===== config.mk =====
export PLATFORM = sky130hd
export DESIGN_NAME = hex_record_stream_parser_core
export DESIGN_NICKNAME = d
export VERILOG_FILES = /design/src/rtl/hrsp_pkg.sv /design/src/rtl/hex_record_stream_parser_core.sv /design/src/rtl/hrsp_parse.sv
export SDC_FILE = /design/constraint.sdc
export NUM_CORES = 1
export LEC_CHECK = 0
export ABC_AREA = 1
export ABC_CLOCK_PERIOD_IN_PS = 3230
export BUFFER_PORTS_ARGS = -buffer_cell sky130_fd_sc_hd__buf_2
export CORE_MARGIN = 1.5
export CORE_UTILIZATION = 35
export DETAILED_ROUTE_END_ITERATION = 16
export PLACE_DENSITY = 0.6
export SETUP_SLACK_MARGIN = 0.3
export SLEW_MARGIN = 20
export SYNTH_ARGS = -nofsm -noshare
export SYNTH_HDL_FRONTEND = slang
export SYNTH_SLANG_ARGS = --single-unit

===== constraint.sdc =====
create_clock -name clk -period 3.23 [get_ports clk]
set_clock_uncertainty 0.05 [all_clocks]
set_input_delay 0.323 -clock clk [delete_from_list [all_inputs] [get_ports clk]]
set_output_delay 0.323 -clock clk [all_outputs]
set_load 0.01 [all_outputs]

===== src/rtl/hrsp_pkg.sv =====
`timescale 1ns / 1ps

package hrsp_pkg;

    typedef struct packed {
        logic [7:0] ch;
        logic       line_end;
    } in_word_t;

    typedef struct packed {
        logic        kind;
        logic [7:0]  data_byte;
        logic [31:0] byte_address;
        logic [2:0]  status;
        logic [7:0]  rec_type;
    } out_word_t;

    localparam logic KIND_DATA   = 1'b0;
    localparam logic KIND_STATUS = 1'b1;

    localparam logic [2:0] ST_OK    = 3'd0;
    localparam logic [2:0] ST_START = 3'd1;
    localparam logic [2:0] ST_FMT   = 3'd2;
    localparam logic [2:0] ST_CSUM  = 3'd3;
    localparam logic [2:0] ST_EOF   = 3'd4;

    localparam logic [7:0] REC_DATA  = 8'h00;
    localparam logic [7:0] REC_EOF   = 8'h01;
    localparam logic [7:0] REC_UPPER = 8'h04;

    localparam logic [7:0] ASCII_COLON = 8'h3A;
    localparam logic [7:0] ASCII_0     = 8'h30;
    localparam logic [7:0] ASCII_9     = 8'h39;
    localparam logic [7:0] ASCII_UA    = 8'h41;
    localparam logic [7:0] ASCII_UF    = 8'h46;
    localparam logic [7:0] ASCII_LA    = 8'h61;
    localparam logic [7:0] ASCII_LF    = 8'h66;

endpackage


===== src/rtl/hex_record_stream_parser_core.sv =====
`timescale 1ns / 1ps

// Intel HEX parser: takes one ASCII character word per cycle and returns at most
// one result word per character, in the cycle after the character is taken, from a
// single output register. in_ready drops only while that register holds a word
// that out_ready has not yet taken. Data words of a type-0 record come out before
// the record's checksum is known; hold them until the record's status word.
// After any error or end-of-file status the core ignores input until reset.
module hex_record_stream_parser_core
(
    input  logic                clk,
    input  logic                rst_n,
    input  logic                in_valid,
    output logic                in_ready,
    input  hrsp_pkg::in_word_t  in_data,
    output logic                out_valid,
    input  logic                out_ready,
    output hrsp_pkg::out_word_t out_data
);

    logic                accept;
    logic                res_valid;
    hrsp_pkg::out_word_t res;
    logic                out_valid_reg;
    hrsp_pkg::out_word_t out_data_reg;

    assign in_ready  = !out_valid_reg || out_ready;
    assign accept    = in_valid && in_ready;
    assign out_valid = out_valid_reg;
    assign out_data  = out_data_reg;

    hrsp_parse u_parse
    (
        .clk       (clk),
        .rst_n     (rst_n),
        .step      (accept),
        .word      (in_data),
        .res_valid (res_valid),
        .res       (res)
    );

    always_ff @(posedge clk or negedge rst_n)
    begin
        if (!rst_n)
        begin
            out_valid_reg <= 1'b0;
        end
        else if (accept)
        begin
            out_valid_reg <= res_valid;
        end
        else if (out_ready)
        begin
            out_valid_reg <= 1'b0;
        end
    end

    always_ff @(posedge clk)
    begin
        if (accept && res_valid)
        begin
            out_data_reg <= res;
        end
    end

endmodule


===== src/rtl/hrsp_parse.sv =====
`timescale 1ns / 1ps

module hrsp_parse
(
    input  logic               clk,
    input  logic               rst_n,
    input  logic               step,
    input  hrsp_pkg::in_word_t word,
    output logic               res_valid,
    output hrsp_pkg::out_word_t res
);

    typedef enum logic [2:0] {
        PH_WAIT,
        PH_COUNT,
        PH_ADDR,
        PH_TYPE,
        PH_DATA,
        PH_CSUM,
        PH_TRAIL
    } phase_t;

    phase_t      phase_reg, phase_next;
    logic [3:0]  high_reg, high_next;
    logic [1:0]  digit_reg, digit_next;
    logic [7:0]  count_reg, count_next;
    logic [15:0] addr_reg, addr_next;
    logic [7:0]  type_reg, type_next;
    logic [7:0]  sum_reg, sum_next;
    logic [7:0]  index_reg, index_next;
    logic [15:0] upper_reg, upper_next;
    logic [15:0] pend_reg, pend_next;
    logic        halted_reg, halted_next;

    logic        nib_ok;
    logic [3:0]  nib;
    logic [7:0]  byte_val;
    logic [7:0]  index_inc;
    logic        emit_status;
    logic [2:0]  status_code;
    logic        emit_data;

    always_comb
    begin
        nib_ok = 1'b1;
        nib    = 4'd0;
        if (word.ch >= hrsp_pkg::ASCII_0 && word.ch <= hrsp_pkg::ASCII_9)
        begin
            nib = 4'(word.ch - hrsp_pkg::ASCII_0);
        end
        else if (word.ch >= hrsp_pkg::ASCII_UA && word.ch <= hrsp_pkg::ASCII_UF)
        begin
            nib = 4'(word.ch - hrsp_pkg::ASCII_UA + 8'd10);
        end
        else if (word.ch >= hrsp_pkg::ASCII_LA && word.ch <= hrsp_pkg::ASCII_LF)
        begin
            nib = 4'(word.ch - hrsp_pkg::ASCII_LA + 8'd10);
        end
        else
        begin
            nib_ok = 1'b0;
        end
    end

    assign byte_val  = {high_reg, nib};
    assign index_inc = index_reg + 8'd1;

    always_comb
    begin
        phase_next  = phase_reg;
        high_next   = high_reg;
        digit_next  = digit_reg;
        count_next  = count_reg;
        addr_next   = addr_reg;
        type_next   = type_reg;
        sum_next    = sum_reg;
        index_next  = index_reg;
        upper_next  = upper_reg;
        pend_next   = pend_reg;
        halted_next = halted_reg;
        emit_status = 1'b0;
        status_code = hrsp_pkg::ST_OK;
        emit_data   = 1'b0;

        if (step && !halted_reg)
        begin
            unique case (phase_reg) inside
                PH_WAIT:
                begin
                    if (word.ch != hrsp_pkg::ASCII_COLON)
                    begin
                        emit_status = 1'b1;
                        status_code = hrsp_pkg::ST_START;
                    end
                    else
                    begin
                        count_next = '0;
                        addr_next  = '0;
                        type_next  = '0;
                        sum_next   = '0;
                        index_next = '0;
                        pend_next  = '0;
                        digit_next = '0;
                        high_next  = '0;
                        if (word.line_end)
                        begin
                            emit_status = 1'b1;
                            status_code = hrsp_pkg::ST_FMT;
                        end
                        else
                        begin
                            phase_next = PH_COUNT;
                        end
                    end
                end
                PH_TRAIL:
                begin
                    if (word.line_end)
                    begin
                        phase_next = PH_WAIT;
                    end
                end
                PH_COUNT, PH_ADDR, PH_TYPE, PH_DATA, PH_CSUM:
                begin
                    if (!nib_ok)
                    begin
                        emit_status = 1'b1;
                        status_code = hrsp_pkg::ST_FMT;
                    end
                    else if (!digit_reg[0])
                    begin
                        high_next  = nib;
                        digit_next = digit_reg + 2'd1;
                        if (word.line_end)
                        begin
                            emit_status = 1'b1;
                            status_code = hrsp_pkg::ST_FMT;
                        end
                    end
                    else
                    begin
                        sum_next   = sum_reg + byte_val;
                        digit_next = 2'd0;
                        if (phase_reg == PH_COUNT)
                        begin
                            count_next = byte_val;
                            phase_next = PH_ADDR;
                        end
                        else if (phase_reg == PH_ADDR)
                        begin
                            if (digit_reg == 2'd1)
                            begin
                                addr_next  = {byte_val, 8'h00};
                                digit_next = 2'd2;
                            end
                            else
                            begin
                                addr_next  = {addr_reg[15:8], byte_val};
                                phase_next = PH_TYPE;
                            end
                        end
                        else if (phase_reg == PH_TYPE)
                        begin
                            type_next = byte_val;
                            if (byte_val == hrsp_pkg::REC_EOF)
                            begin
                                emit_status = 1'b1;
                                status_code = hrsp_pkg::ST_EOF;
                            end
                            else
                            begin
                                phase_next = (count_reg == 8'd0) ? PH_CSUM : PH_DATA;
                            end
                        end
                        else if (phase_reg == PH_DATA)
                        begin
                            if (type_reg == hrsp_pkg::REC_UPPER)
                            begin
                                if (index_reg == 8'd0)
                                begin
                                    pend_next = {byte_val, pend_reg[7:0]};
                                end
                                else if (index_reg == 8'd1)
                                begin
                                    pend_next = {pend_reg[15:8], byte_val};
                                end
                            end
                            index_next = index_inc;
                            if (index_inc == count_reg)
                            begin
                                phase_next = PH_CSUM;
                            end
                            if (word.line_end)
                            begin
                                emit_status = 1'b1;
                                status_code = hrsp_pkg::ST_FMT;
                            end
                            else if (type_reg == hrsp_pkg::REC_DATA)
                            begin
                                emit_data = 1'b1;
                            end
                        end
                        else
                        begin
                            if (sum_next != 8'd0)
                            begin
                                emit_status = 1'b1;
                                status_code = hrsp_pkg::ST_CSUM;
                            end
                            else
                            begin
                                if (type_reg == hrsp_pkg::REC_UPPER)
                                begin
                                    upper_next = pend_reg;
                                end
                                phase_next  = word.line_end ? PH_WAIT : PH_TRAIL;
                                emit_status = 1'b1;
                                status_code = hrsp_pkg::ST_OK;
                            end
                        end
                        // early line end on an inner byte
                        if (word.line_end && !emit_status &&
                            (phase_reg == PH_COUNT || phase_reg == PH_ADDR ||
                             phase_reg == PH_TYPE))
                        begin
                            emit_status = 1'b1;
                            status_code = hrsp_pkg::ST_FMT;
                        end
                    end
                end
                default:
                begin
                    phase_next = PH_WAIT;
                end
            endcase

            if (emit_status && status_code != hrsp_pkg::ST_OK)
            begin
                halted_next = 1'b1;
            end
        end
    end

    always_comb
    begin
        res_valid        = emit_status || emit_data;
        res.kind         = emit_status ? hrsp_pkg::KIND_STATUS : hrsp_pkg::KIND_DATA;
        res.data_byte    = emit_data ? byte_val : 8'h00;
        res.byte_address = emit_data ?
                           ({upper_reg, 16'h0000} + {16'h0000, addr_reg} + {24'h0, index_reg})
                           : 32'h0;
        res.status       = emit_status ? status_code : hrsp_pkg::ST_OK;
        res.rec_type     = type_next;
    end

    always_ff @(posedge clk or negedge rst_n)
    begin
        if (!rst_n)
        begin
            phase_reg  <= PH_WAIT;
            high_reg   <= '0;
            digit_reg  <= '0;
            count_reg  <= '0;
            addr_reg   <= '0;
            type_reg   <= '0;
            sum_reg    <= '0;
            index_reg  <= '0;
            upper_reg  <= '0;
            pend_reg   <= '0;
            halted_reg <= 1'b0;
        end
        else
        begin
            phase_reg  <= phase_next;
            high_reg   <= high_next;
            digit_reg  <= digit_next;
            count_reg  <= count_next;
            addr_reg   <= addr_next;
            type_reg   <= type_next;
            sum_reg    <= sum_next;
            index_reg  <= index_next;
            upper_reg  <= upper_next;
            pend_reg   <= pend_next;
            halted_reg <= halted_next;
        end
    end

    a_halt_silent: assert property (@(posedge clk) disable iff (!rst_n)
        halted_reg |-> !res_valid)
        else $error("result while halted");

    a_halt_frozen: assert property (@(posedge clk) disable iff (!rst_n)
        halted_reg |=> $stable(upper_reg) && $stable(phase_reg) && halted_reg)
        else $error("state moved while halted");

    a_data_type: assert property (@(posedge clk) disable iff (!rst_n)
        res_valid && res.kind == hrsp_pkg::KIND_DATA |->
            res.rec_type == hrsp_pkg::REC_DATA && phase_reg == PH_DATA)
        else $error("data word outside a data record");

    a_status_clean: assert property (@(posedge clk) disable iff (!rst_n)
        res_valid && res.kind == hrsp_pkg::KIND_STATUS |->
            res.data_byte == 8'h00 && res.byte_address == 32'h0)
        else $error("status word carries data");

    a_ok_resumes: assert property (@(posedge clk) disable iff (!rst_n)
        res_valid && res.kind == hrsp_pkg::KIND_STATUS && res.status == hrsp_pkg::ST_OK
            |=> !halted_reg && (phase_reg == PH_WAIT || phase_reg == PH_TRAIL))
        else $error("good record did not return to line scan");

endmodule

; ---- After elaboration in Yosys (flattened, before gate mapping)
; Index checks and enable logic that the tools add are counted.
; Widths: inputs -> output; s select.
[classes]
addsub = 10
mux = 116
n_eq_ne = 33
magnitude_cmp = 6
n_bitwise = 5
n_reduce_logical = 38
[ops]
columns = operator, count
row1 = $mux 16, 14
row2 = $mux 8, 20
row3 = $mux 3, 23
row4 = $pmux 16 s2, 2
row5 = $pmux 8 s2, 4
row6 = $mux 1, 33
row7 = $add 32x16->32, 1
row8 = $add 32x8->32, 1
row9 = $logic_not 8->1, 3
row10 = $mux 4, 6
row11 = $reduce_and 10->1, 2
row12 = $mux 2, 9
row13 = $ne 2x1->1 const B, 9
row14 = $eq 8x1->1 const B, 2
row15 = $ge 8x7->1 const B, 2
row16 = $le 8x7->1 const B, 2
row17 = $ne 2x2->1 const B, 8
row18 = $reduce_and 12->1, 1
row19 = $sub 4x1->4 const B, 3
row20 = $reduce_and 11->1, 1
row21 = $reduce_and 5->1, 2
row22 = $eq 3x3->1 const B, 3
row23 = $logic_and 1x1->1, 9
row24 = $pmux 3 s3, 1
row25 = 34 further kinds, 47
[totals]
regBits = 143
output_inout_bits = 54
input_bits = 13

; ---- Depth between registers and ports, before layout
[depth]
word_depth = 25
ltp_mapped = 25
mapped_depth_nobuf = 25

; ---- Modules after synthesis
; Synthesis repeated with hierarchy kept, for this count alone.
[unflattened]
cells_unflattened = 832
hier_area_um2 = 7328.3
[modules_own_cells]
columns = module, instances, cells_per_inst, area_each_um2
row1 = hrsp_parse, 1, 771, 5703.0
row2 = hex_record_stream_parser_core, 1, 61, 1625.3

; ---- Least setup slack after synthesis
; OpenSTA, ideal clock, no wires.
[synth_timing]
path_type = input port to flip-flop
startpoint = input in_data[1] in the netlist's numbering
endpoint = register out_data_reg (netlist bit out_data[0]) (enable)
stages = 12
slack_ns = 0.083
setup_ns = 0.411
path_buffers = 0
t_required_ns = 2.769
arrival_time_ns = 2.687
cell_sequence = inv_1 -> ha_1 -> nand2_1 -> nand3_1 -> nand2_1 -> o21ai_0 -> nand3_1 -> nand3_1 -> nand2_1 -> nand2_1 -> inv_1 -> nand2_1
[synth_between]
elab_chain_len = 25
elab_cells_between_ends = 45
[synth_lines]
columns = element, line
row1 = from (decl), hex_record_stream_parser_core.sv:15  ; input hrsp_pkg::in_word_t in_data,
row2 = "$sub 4x1->4, or another cell as far along", "hrsp_parse.sv:53, hrsp_parse.sv:57"
row3 = $add 4x4->4 / $logic_and 1x1->1 (equally long branches), "hrsp_parse.sv:53, hrsp_parse.sv:57, hrsp_parse.sv:55"
row4 = $mux 4, hrsp_parse.sv:55  ; else if (word.ch >= hrsp_pkg::ASCII_LA && word.ch <= hrsp_pkg::ASCII_LF)
row5 = $mux 4, hrsp_parse.sv:51  ; else if (word.ch >= hrsp_pkg::ASCII_UA && word.ch <= hrsp_pkg::ASCII_UF)
row6 = $mux 4, hrsp_parse.sv:47  ; if (word.ch >= hrsp_pkg::ASCII_0 && word.ch <= hrsp_pkg::ASCII_9)
row7 = $eq 8x1->1, hrsp_parse.sv:165  ; if (byte_val == hrsp_pkg::REC_EOF)
row8 = $mux 1, hrsp_parse.sv:165
row9 = $mux 1, hrsp_parse.sv:162  ; else if (phase_reg == PH_TYPE)
row10 = [7 not listed], n/a
row11 = $logic_and 1x1->1 (2 in a row), hrsp_parse.sv:222  ; if (word.line_end && !emit_status &&
row12 = $mux 1, hrsp_parse.sv:222
row13 = $mux 1, hrsp_parse.sv:130  ; else if (!digit_reg[0])
row14 = $mux 1, hrsp_parse.sv:125  ; if (!nib_ok)
row15 = $pmux 1 s2, hrsp_parse.sv:87  ; unique case (phase_reg) inside
row16 = $mux 1 (2 in a row), hrsp_parse.sv:85  ; if (step && !halted_reg)
row17 = $logic_or 1x1->1 *, hrsp_parse.sv:246  ; res_valid = emit_status || emit_data;
row18 = $logic_and 1x1->1 *, hex_record_stream_parser_core.sv:60  ; if (accept && res_valid)
row19 = to (signal assigned), hex_record_stream_parser_core.sv:62  ; out_data_reg <= res;
row20 = to (decl), hex_record_stream_parser_core.sv:25  ; hrsp_pkg::out_word_t out_data_reg;
; Every way passes the cells marked *; elsewhere a longest branch is shown, timed or not. The select of a mux whose other input is x is not followed.
; A chain may end at the register's enable or synchronous reset.

; ---- Worst setup path after layout
[layout_timing]
startpoint = register u_parse.index_reg[0]
endpoint = register out_data_reg (netlist bit out_data[31]), data pin
[layout_between]
elab_chain_len = 1
[layout_lines]
columns = element, line
row1 = from (decl), hrsp_parse.sv:30  ; logic [7:0] index_reg, index_next;
row2 = from (signal assigned), hrsp_parse.sv:281  ; index_reg <= index_next;
row3 = $add 32x8->32, hrsp_parse.sv:250  ; ({upper_reg, 16'h0000} + {16'h0000, addr_reg} + {24'h0, index_reg})
; Every way passes these cells.

==> parameters.txt <==
Parameter                              Value

GRT
  Number of antenna violations at the first check in global routing ... 1
  GRT Overall Usage ... 0.172
  Largest net degree at the start of global routing ... slightly above 50
  Via count of the first global-routing pass ... roughly 5,800
  Wire length of the first global-routing pass ... about 30 mm
  Global route overflow ... 0

Floorplanning
  Die height ... 151 um
  Chip width ... 151 um
  Starting density of the core ... 0.355
  Core Rows ... 54
  Std-Cell Core Area ... about 0.022 mm2
  I/O pins ... 67
  Die ar. ... around 0.023 mm2

Routing
  Vias per Instance ... roughly 4.9
  Pre-Repair DR Iteration Count ... 7
  Antenna-violating nets left ... 0
  Drt initial violations ... just under 600
  Drc violations ... 0
  Total Wirelength ... 18.7 mm
  Average wire per standard cell ... approximately 15 um
  Vias after detailed routing ... around 6,200

Timing
  Unrepaired setup endpoints after global routing ... no
  Sum of negative setup slack ... 0 ns
  Relative slew slack ... 0.528
  Clock period minus worst slack ... between 2 and 3 ns
  Final max-slew violation count ... 0
  Measured slew at the worst slew-check pin ... 0.708 ns
  Final Hold Violating Endpoints ... 0
  Final worst-path cycle share ... 0.852
  Final setup violating endpoints ... 0
  Fmax ... around 360 MHz

Yosys
  Main flop type after synthesis ... dfrtp_1
  Cell types occupying the most area after synthesis ... dfrtp_1, edfxtp_1, nand2_1, inv_1, nor2_1
  EDFF count, synth ... 52
  Part of the Yosys area used for sequential elements ... 0.499
  Post-synthesis cell count ... 893
  Area leader, netlist ... dfrtp_1
  Top-count cell post-synth ... nand2_1
  Synthesized flop and latch total ... around 140
  Async set-or-reset flop fraction in the synthesized netlist ... 0.636
  Top-area cell type share of the netlist area ... 0.296
  Post-Synthesis Net Count ... 930
  Warnings, synthesis ... 0
  Number of distinct library cells after synthesis ... between 40 and 50
  Mean cell area of the mapped netlist ... between 8 and 9 um2
  Post-synth top cells ... nand2_1, inv_1, dfrtp_1
  Summed instance area of the synthesized netlist ... around 0.0077 mm2

Worst setup path
  Data arrival time of the critical path ... ~2.9 ns
  Cell with the largest stage delay on the worst path ... fa_1
  Cell occurring most often along the worst timing path ... nand2_1
  Kind of critical path ... flop to flop
  WP data required ... 3.36 ns
  Cell-by-cell trace of the critical path ... ha_1, inv_1, fa_1, inv_1, nand3_1, nand2_1, nand2_1, nand2_1, nand2_1, nor2_4, nand3_1, nor2_2, nand2_1, o21ai_2, a21oi_2
  CP max FO ... 5
  CP Buf/Inv Count ... 2
  Critical path startpoint category ... flop
  Crit. End Element ... flop
  Worst path max stage delay ... 0.40 ns
  Kind of cell with the highest combined delay on the critical path ... simple AND/OR/NAND/NOR gates

Finish
  Post-route core utilization ... 0.422
  Layout cells sized above 1 ... 0.200
  Nets@finish ... between 1,000 and 1,500
  Area growth from synthesis to layout ... 19.1%
  Max reg flops ... 52
  Number of filler cells placed in the layout ... 2,190

Place
  Number of I/O port buffers ... 66
  Gpl congestion ... a little over 0.9
  Estimated wirelength of the detail-placed design ... about 14 mm

Power
  Power density over the cells ... 509 mW/mm2
  Leakage dissipation ... approximately 4.2 nW
  Worst vdd rail ir drop ... approximately 350 uV

Clocking
  CTS tree ... built
  Clock buffers created by TritonCTS ... 17
  H-tree level count ... 4
  Clock latency of the later-clocked register in the worst-skew pair ... around 0.42 ns
  Clock tree buffer depth ... 2
  Root buffer cell ... clkbuf_16
  CTS clk-pin slew, worst paths ... around 0.060 ns
  Sinks on the clock net ... about 140

Hold path
  Classification of the worst-slack hold path ... primary input to flop

Status
  Result of the run ... complete, no violations

Run
  Max Cap Violations ... 0
==> layout make-up <==
cell class / count / area [um2] / share of cell area
antenna: 1 / 2.50 / 0.000273
clock buffer: 22 / 497 / 0.0542
clock inverter: 10 / 95.1 / 0.0104
inverter: 150 / 564 / 0.0616
multi-input combinational: 588 / 3290 / 0.360
sequential: 143 / 3840 / 0.419
tap: 280 / 350 / 0.0383
timing repair buffer: 84 / 517 / 0.0564
==> power breakdown <==
group / internal (mW) / switching [mW] / total, mW
Clock: 1.18 / 0.786 / 1.96
Sequential: 2.01 / 0.0683 / 2.08
Combinational: 0.208 / 0.408 / 0.616
==> cells by family (layout without fill, tap and decap cells) <==
family	Yosys count	after routing	share of synthesized area
AND/OR/NAND/NOR	390	390	0.231
AO/OA/AOI/OAI	163	163	0.129
buffers and inverters	162	266	0.0864
flip-flops	143	143	0.499
adder cells (fa/ha/maj)	24	24	0.0410
XOR/XNOR	11	11	0.0125
other	0	1	0
==> worst register-to-register path, stage by stage, from the launching register on <==
cell and delay, ns:
dfrtp_1 0.36, ha_1 0.18, inv_1 0.06, fa_1 0.40, inv_1 0.07, nand3_1 0.06
nand2_1 0.15, nand2_1 0.08, nand2_1 0.12, nand2_1 0.13, nor2_4 0.20, nand3_1 0.15
nor2_2 0.21, nand2_1 0.12, o21ai_2 0.14, a21oi_2 0.04
==> path summary, 6_finish.rpt <==
| kind | cells past startpoint | start | end | slack, ns |
|---|---|---|---|---|
| hold / removal | 4 | out_ready | out_valid | 0.14 |
| setup reg to reg | 15 | u_parse.index_reg[0] | out_data[31] | 0.48 |
| min in group asynchronous | 2 | rst_n | u_parse.type_reg[7] | 0.43 |
| setup / recovery | 15 | u_parse.index_reg[0] | out_data[31] | 0.48 |
| max in group asynchronous | 3 | rst_n | u_parse.upper_reg[15] | 1.94 |
| hold reg to reg | 2 | u_parse.halted_reg | u_parse.halted_reg | 0.42 |
==> placed cells by master (no fill, tap or decap), types with 3 or more instances in the layout <==
| master | n |
|---|---|
| o21ai_0 | 41 |
| o21a_1 | 6 |
| nand4_1 | 18 |
| ha_1 | 17 |
| nand3_1 | 40 |
| o22ai_1 | 30 |
| buf_2 | 65 |
| inv_2 | 17 |
| clkbuf_16 | 20 |
| edfxtp_1 | 52 |
| nor4_1 | 4 |
| o21ai_1 | 15 |
| nand3_2 | 3 |
| nor3_1 | 16 |
| buf_4 | 14 |
| o31ai_1 | 6 |
| dfrtp_1 | 91 |
| nand2_1 | 184 |
| inv_1 | 132 |
| nor2_4 | 4 |
| xnor2_1 | 5 |
| nand3b_1 | 6 |
| inv_6 | 3 |
| ha_4 | 3 |
| nor2_2 | 10 |
| nor2_1 | 79 |
| xor2_1 | 6 |
| a21oi_1 | 39 |
| o21ai_2 | 7 |
| nand2_2 | 12 |
| nand2_4 | 5 |
| clkinv_2 | 4 |
| o21bai_1 | 3 |
| a21oi_2 | 7 |
| or2_2 | 3 |
==> repair_timing <==
| action | 4_1_cts | 5_1_grt |
|---|---|---|
| gates resized for setup | 0 | 29 |
| endpoints found under the setup margin | 0 | 29 |
| endpoints found under the hold margin | 48 | 0 |
| hold buffers | 1 | 0 |
| buffers inserted | 0 | 3 |
==> routing by layer <==
layer / wire (um) / part of all wire / up-vias / GRT usage
met1: 8930 / 0.48 / 2904 / 0.235
met4: 204 / 0.011 / 0 / 0.0505
li1: - / - / 3135 / -
met2: 8760 / 0.47 / 143 / 0.276
met3: 763 / 0.041 / 17 / 0.0322
met5: 0 / 0 / - / 0
==> stage by stage <==
stage,cells,worst slack [ns],power (mW),area [um2],hold slack (ns)
floorplan,893,0.345,2.51,7690,-0.0226
global placement,1240,0.0773,2.70,8400,0.357
detailed placement,1240,-0.00333,2.70,8400,0.359
CTS,1273,0.326,4.68,9000,0.127
global route,1277,0.235,4.88,9150,0.150
finish,1278,0.478,4.66,9160,0.136
No activity file was read; power rests on OpenSTA's default activity.
